==> config.mk <==
export PLATFORM = sky130hd
export DESIGN_NAME = pse_seq
export DESIGN_NICKNAME = d
export VERILOG_FILES = /design/src/prime_sieve_engine_top_macros.svh /design/src/pse_pkg.sv /design/src/pse_seq.sv
export SDC_FILE = /design/constraint.sdc
export NUM_CORES = 1
export LEC_CHECK = 0
export BUFFER_PORTS_ARGS = -buffer_cell sky130_fd_sc_hd__buf_2
export CORE_AREA = 2 2 39 41
export CTS_BUF_LIST = sky130_fd_sc_hd__clkbuf_8
export CTS_CLUSTER_SIZE = 40
export DETAILED_ROUTE_END_ITERATION = 7
export DIE_AREA = 0 0 41 43
export PLACE_DENSITY = 0.76
export REMOVE_ABC_BUFFERS = 1
export SLEW_MARGIN = 20
export SYNTH_ARGS = -nofsm -noshare
export SYNTH_HDL_FRONTEND = slang
export SYNTH_SLANG_ARGS = --single-unit
==> constraint.sdc <==
create_clock -name i_clk -period 1.53 [get_ports i_clk]
set_input_delay 0.153 -clock i_clk [delete_from_list [all_inputs] [get_ports i_clk]]
set_output_delay 0.153 -clock i_clk [all_outputs]
set_load 0.05 [all_outputs]
==> src/prime_sieve_engine_top_macros.svh <==
// Assertion macros shared by the prime sieve engine.
// Included by the top level; depends on nothing else.
`ifndef PRIME_SIEVE_ENGINE_TOP_MACROS_SVH
`define PRIME_SIEVE_ENGINE_TOP_MACROS_SVH

// Implication in the same cycle.
`define PSE_ASSERT_IMP(label, clk, rst_n, pre, post, msg) \
    label: assert property (@(posedge clk) disable iff (!rst_n) (pre) |-> (post)) \
        else $error(msg);

// Delayed implication, |=> followed by ##1.
`define PSE_ASSERT_LATER(label, clk, rst_n, pre, post, msg) \
    label: assert property (@(posedge clk) disable iff (!rst_n) (pre) |=> ##1 (post)) \
        else $error(msg);

`endif

==> src/pse_pkg.sv <==
// Shared constants, types and the microcode table of the prime sieve engine.
// Used by the sequencer, the datapath and the top level; depends on nothing.
package pse_pkg;

    localparam int MAX_N_DEF  = 65535;
    localparam int MAXN_W     = 24;
    localparam int LIM_W      = 16;
    localparam int CNT_W      = 17;
    localparam int I_W        = 9;
    localparam int STP_W      = 10;
    localparam int PC_W       = 4;
    localparam int COND_W     = 3;
    localparam int IN_DATA_W  = 32;
    localparam int OUT_DATA_W = 24;

    localparam logic OP_BUILD = 1'b0;
    localparam logic OP_READ  = 1'b1;

    localparam logic [PC_W-1:0] S_IDLE   = 4'd0;
    localparam logic [PC_W-1:0] S_RDWAIT = 4'd1;
    localparam logic [PC_W-1:0] S_RESULT = 4'd2;
    localparam logic [PC_W-1:0] S_INIT   = 4'd3;
    localparam logic [PC_W-1:0] S_ISET   = 4'd4;
    localparam logic [PC_W-1:0] S_ITEST  = 4'd5;
    localparam logic [PC_W-1:0] S_IWAIT  = 4'd6;
    localparam logic [PC_W-1:0] S_MARK   = 4'd7;
    localparam logic [PC_W-1:0] S_INEXT  = 4'd8;
    localparam logic [PC_W-1:0] S_FIN    = 4'd9;

    localparam logic [COND_W-1:0] C_ALWAYS   = 3'd0;
    localparam logic [COND_W-1:0] C_DISPATCH = 3'd1;
    localparam logic [COND_W-1:0] C_N_END    = 3'd2;
    localparam logic [COND_W-1:0] C_SQ_GT    = 3'd3;
    localparam logic [COND_W-1:0] C_FLAG_CLR = 3'd4;
    localparam logic [COND_W-1:0] C_M_GT     = 3'd5;

    typedef struct packed {
        logic              in_ready;
        logic              we_n;
        logic              we_m;
        logic              rd_i;
        logic              n_inc;
        logic              i_init;
        logic              i_next;
        logic              m_load;
        logic              m_inc;
        logic              commit;
        logic              out_read;
        logic              out_build;
        logic [COND_W-1:0] cond;
        logic [PC_W-1:0]   jmp;
        logic [PC_W-1:0]   nxt;
    } t_uword;

    typedef struct packed {
        logic accept;
        logic is_read;
        logic need_build;
        logic n_end;
        logic sq_gt;
        logic flag_clr;
        logic m_gt;
    } t_flags;

    function automatic t_uword uword_at(input logic [PC_W-1:0] pc);
        t_uword w;
        w = '0;
        case (pc)
            S_RDWAIT: begin
                w.out_read = 1'b1;
                w.cond     = C_ALWAYS;
                w.nxt      = S_IDLE;
            end
            S_RESULT: begin
                w.out_build = 1'b1;
                w.cond      = C_ALWAYS;
                w.nxt       = S_IDLE;
            end
            S_INIT: begin
                w.we_n  = 1'b1;
                w.n_inc = 1'b1;
                w.cond  = C_N_END;
                w.jmp   = S_ISET;
                w.nxt   = S_INIT;
            end
            S_ISET: begin
                w.i_init = 1'b1;
                w.cond   = C_ALWAYS;
                w.nxt    = S_ITEST;
            end
            S_ITEST: begin
                w.rd_i = 1'b1;
                w.cond = C_SQ_GT;
                w.jmp  = S_FIN;
                w.nxt  = S_IWAIT;
            end
            S_IWAIT: begin
                w.m_load = 1'b1;
                w.cond   = C_FLAG_CLR;
                w.jmp    = S_INEXT;
                w.nxt    = S_MARK;
            end
            S_MARK: begin
                w.we_m  = 1'b1;
                w.m_inc = 1'b1;
                w.cond  = C_M_GT;
                w.jmp   = S_INEXT;
                w.nxt   = S_MARK;
            end
            S_INEXT: begin
                w.i_next = 1'b1;
                w.cond   = C_ALWAYS;
                w.nxt    = S_ITEST;
            end
            S_FIN: begin
                w.commit = 1'b1;
                w.cond   = C_ALWAYS;
                w.nxt    = S_RESULT;
            end
            default: begin
                w.in_ready = 1'b1;
                w.cond     = C_DISPATCH;
                w.nxt      = S_IDLE;
            end
        endcase
        return w;
    endfunction

endpackage

==> src/pse_seq.sv <==
// Microcode sequencer: step counter, control word table and jump logic.
// Depends on pse_pkg.
module pse_seq (
    input  logic            i_clk,
    input  logic            i_rst_n,
    input  pse_pkg::t_flags i_flags,
    output pse_pkg::t_uword o_uword
);

    logic [pse_pkg::PC_W-1:0] r_pc;
    logic [pse_pkg::PC_W-1:0] n_pc;
    pse_pkg::t_uword          uw;

    assign uw      = pse_pkg::uword_at(r_pc);
    assign o_uword = uw;

    always_comb begin
        case (uw.cond)
            pse_pkg::C_ALWAYS: begin
                n_pc = uw.nxt;
            end
            pse_pkg::C_DISPATCH: begin
                if (!i_flags.accept) begin
                    n_pc = uw.nxt;
                end else if (i_flags.is_read) begin
                    n_pc = pse_pkg::S_RDWAIT;
                end else if (i_flags.need_build) begin
                    n_pc = pse_pkg::S_INIT;
                end else begin
                    n_pc = pse_pkg::S_RESULT;
                end
            end
            pse_pkg::C_N_END: begin
                n_pc = i_flags.n_end ? uw.jmp : uw.nxt;
            end
            pse_pkg::C_SQ_GT: begin
                n_pc = i_flags.sq_gt ? uw.jmp : uw.nxt;
            end
            pse_pkg::C_FLAG_CLR: begin
                n_pc = i_flags.flag_clr ? uw.jmp : uw.nxt;
            end
            pse_pkg::C_M_GT: begin
                n_pc = i_flags.m_gt ? uw.jmp : uw.nxt;
            end
            default: begin
                n_pc = pse_pkg::S_IDLE;
            end
        endcase
    end

    always_ff @(posedge i_clk) begin
        if (!i_rst_n) begin
            r_pc <= pse_pkg::S_IDLE;
        end else begin
            r_pc <= n_pc;
        end
    end

endmodule

==> results.cfg <==
[yosys]
yosysTopAreaCellShare_pct = 14.78
synth-compound-area-share_pct = 21.94
synth_simple_gate_area_share_pct = 36.72
synthTopCellsByArea = dfxtp_1 15%, nor2_1 9.0%, mux2i_1 7.4%
synth.area.mux_share_pct = 7.390
synth_edf_count = 0
syn_area_sq_um = 541.8
synth_area_leader_cell = dfxtp_1
synth-seq-cells = 4
ys_seq_area_share_pct = 14.78
synth_adder_area_share_pct = 0
synthArstFlopShare_pct = 0
syn_area_per_cell_sq_um = 6.689
synth_xor_area_share_pct = 1.617
syn_inst = 81
synth.distinct_cells = 34
synth_top_family_by_area = simple AND/OR/NAND/NOR gates
yosys_warnings = 0
synth_flop_cell = dfxtp_1

[route]
first_pass_iters = 4
wl_per_cell_um = 12.52
drtIter0Drc = 8
vias_per_cell = 5.208
route.final.wire_length_mm = 1.627
drc = 0
ant_nets = 0
vias = 677

[finish]
nNetsFinal = 125
area_growth_pct = 63.51
regArea_sq_um = 88.84
antenna_cells = 0
multi_input_area_sq_um = 414.1
top_register = r_pc
drive_gt1_share_pct = 55.26
fin_util_pct = 64.01
largest_reg_flops = 4
fill_cells = 123
finish.instance_area_sq_um = 885.9
reg_top3 = r_pc: 4 flops

[sta]
skew_ns = 0.0008461
setup_viol = 2
drv_slew = 0
min_period_over_period_pct = 100.6
hold_viol = 0
setup_slack_ns = -0.009828
finalSetupTns_ns = -0.01670
max_clock_freq_ghz = 0.6494
min_period_ns = 1.540
rsz0062_at_grt = true

[place]
hpwl_mm = 1.149
place_congestion = 0.8653
io_buffers = 29
placed_area_sq_um = 729.5

[pwr]
ir_drop_v = 0.0005713
powerDensity_nw_per_um2 = 596.4
p_leak_nw = 0.4330

[grt]
first_global_vias = 536
grt_antenna_before_repair = 0
grt_max_degree = 18
grt_first_pass_wirelength_mm = 2.270
grt-ovfl-total = 0
grtUsageTotal_pct = 19.08

[critical_path]
critPathKind = register to output pin
crit_arrival_ns = 1.39
crit_fanout = 12
worstSetupStartpointType = register
critPathCaptureType = output pin
required_ns = 1.38

[floorplanning]
core-area_sq_um = 1384
dieHeight_um = 43
die_w_um = 41
initial_core_util_pct = 39.15
core.rowCount = 14
ios = 32
die-area_sq_um = 1763

[clock_network]
cts_tree = yes
htree_levels = 1
cts_buffers = 3
clk-insertion-delay-late_ns = 0.22
cts_sinks = 4
clk_pin_slew_worst_paths_ns = 0.03
hold_buffers = 0
cts-root-buf = clkbuf_8
clockBufferDepth = 2

[job]
maxCapViolCount = 0

[status]
status = complete, but fails checks
failed_checks = setup timing

[min_path]
hold_path_class = input pin to register
[critical path: stages, from the launching register on]
cell and delay, ns:
dfxtp_4 0.38, or4b_4 0.53, nand2_1 0.11, buf_6 0.16
[power by group]
part           internal (mW)  switching, mW  total [mW]
registers              0.108        0.00845       0.116
logic                 0.0705          0.123       0.194
clock network          0.167         0.0514       0.219
[cells in the mapped netlist (all sizes together) (3+ instances only)]
library cell  count
buf               9
nand2             6
inv               4
dfxtp             4
mux2i             4
nand2b            3
clkbuf            4
a21oi             6
nor2             13
nor3              5
[what timing repair did]
item,4_1_cts,5_1_grt
buffers inserted,1,1
endpoints found under the setup margin,18,10
pin swaps,1,0
hold endpoints to repair,0,0
gates resized for setup,23,14
[routing by layer]
metal	share of wire [%]	up-vias	global-route usage (%)
li1	-	340	-
met1	38	293	22.19
met2	49	40	31.25
met3	10	4	4.712
met4	2.2	0	8.000
met5	0	-	0
[cells in the final DEF, fill, tap and decap left out, types with 2 or more instances in the layout]
master,instances
buf_2,19
buf_4,16
nor2_1,11
a21oi_1,6
nand2_1,5
buf_6,5
nor3_1,4
inv_1,3
mux2i_1,3
clkbuf_8,3
nor2_2,2
nand2b_1,2
conb_1,2
dfxtp_4,2
[layout make-up]
| class | count | area share [%] |
|---|---|---|
| multi-input combinational | 61 | 46.75 |
| timing repair buffer | 42 | 34.60 |
| sequential | 4 | 10.03 |
| clock buffer | 3 | 4.661 |
| tap | 16 | 2.260 |
| inverter | 4 | 1.695 |
[final timing paths]
check	from	to	slack, ns	cells past startpoint
hold / removal	i_rst_n	r_pc[3]	0.22	2
setup reg to reg	r_pc[1]	r_pc[0]	0.04	5
hold reg to reg	r_pc[1]	r_pc[1]	0.65	2
setup / recovery	r_pc[1]	o_uword[2]	-0.01	3
[logic make-up (layout without fill, tap and decap cells)]
| group | after synthesis | after routing |
|---|---|---|
| other cells | 1 | 2 |
| flops | 4 | 4 |
| simple gates | 38 | 38 |
| mux | 4 | 4 |
| xor+xnor | 1 | 1 |
| buf+inv | 17 | 49 |
| compound gates | 16 | 16 |
[per-stage QoR]
step | setup slack, ns | power (mW) | hold slack [ns] | std cells
after floorplan | -1.471 | 0.2375 | 0.2989 | 69
after global placement | 0.09682 | 0.2925 | 0.4325 | 125
after detailed placement | 0.06594 | 0.2953 | 0.4422 | 125
after CTS | -0.003071 | 0.5252 | 0.2234 | 129
after global routing | -0.05240 | 0.5549 | 0.2351 | 130
final | -0.009828 | 0.5283 | 0.2239 | 130
Note: power is estimated with default switching activity, not from simulation.
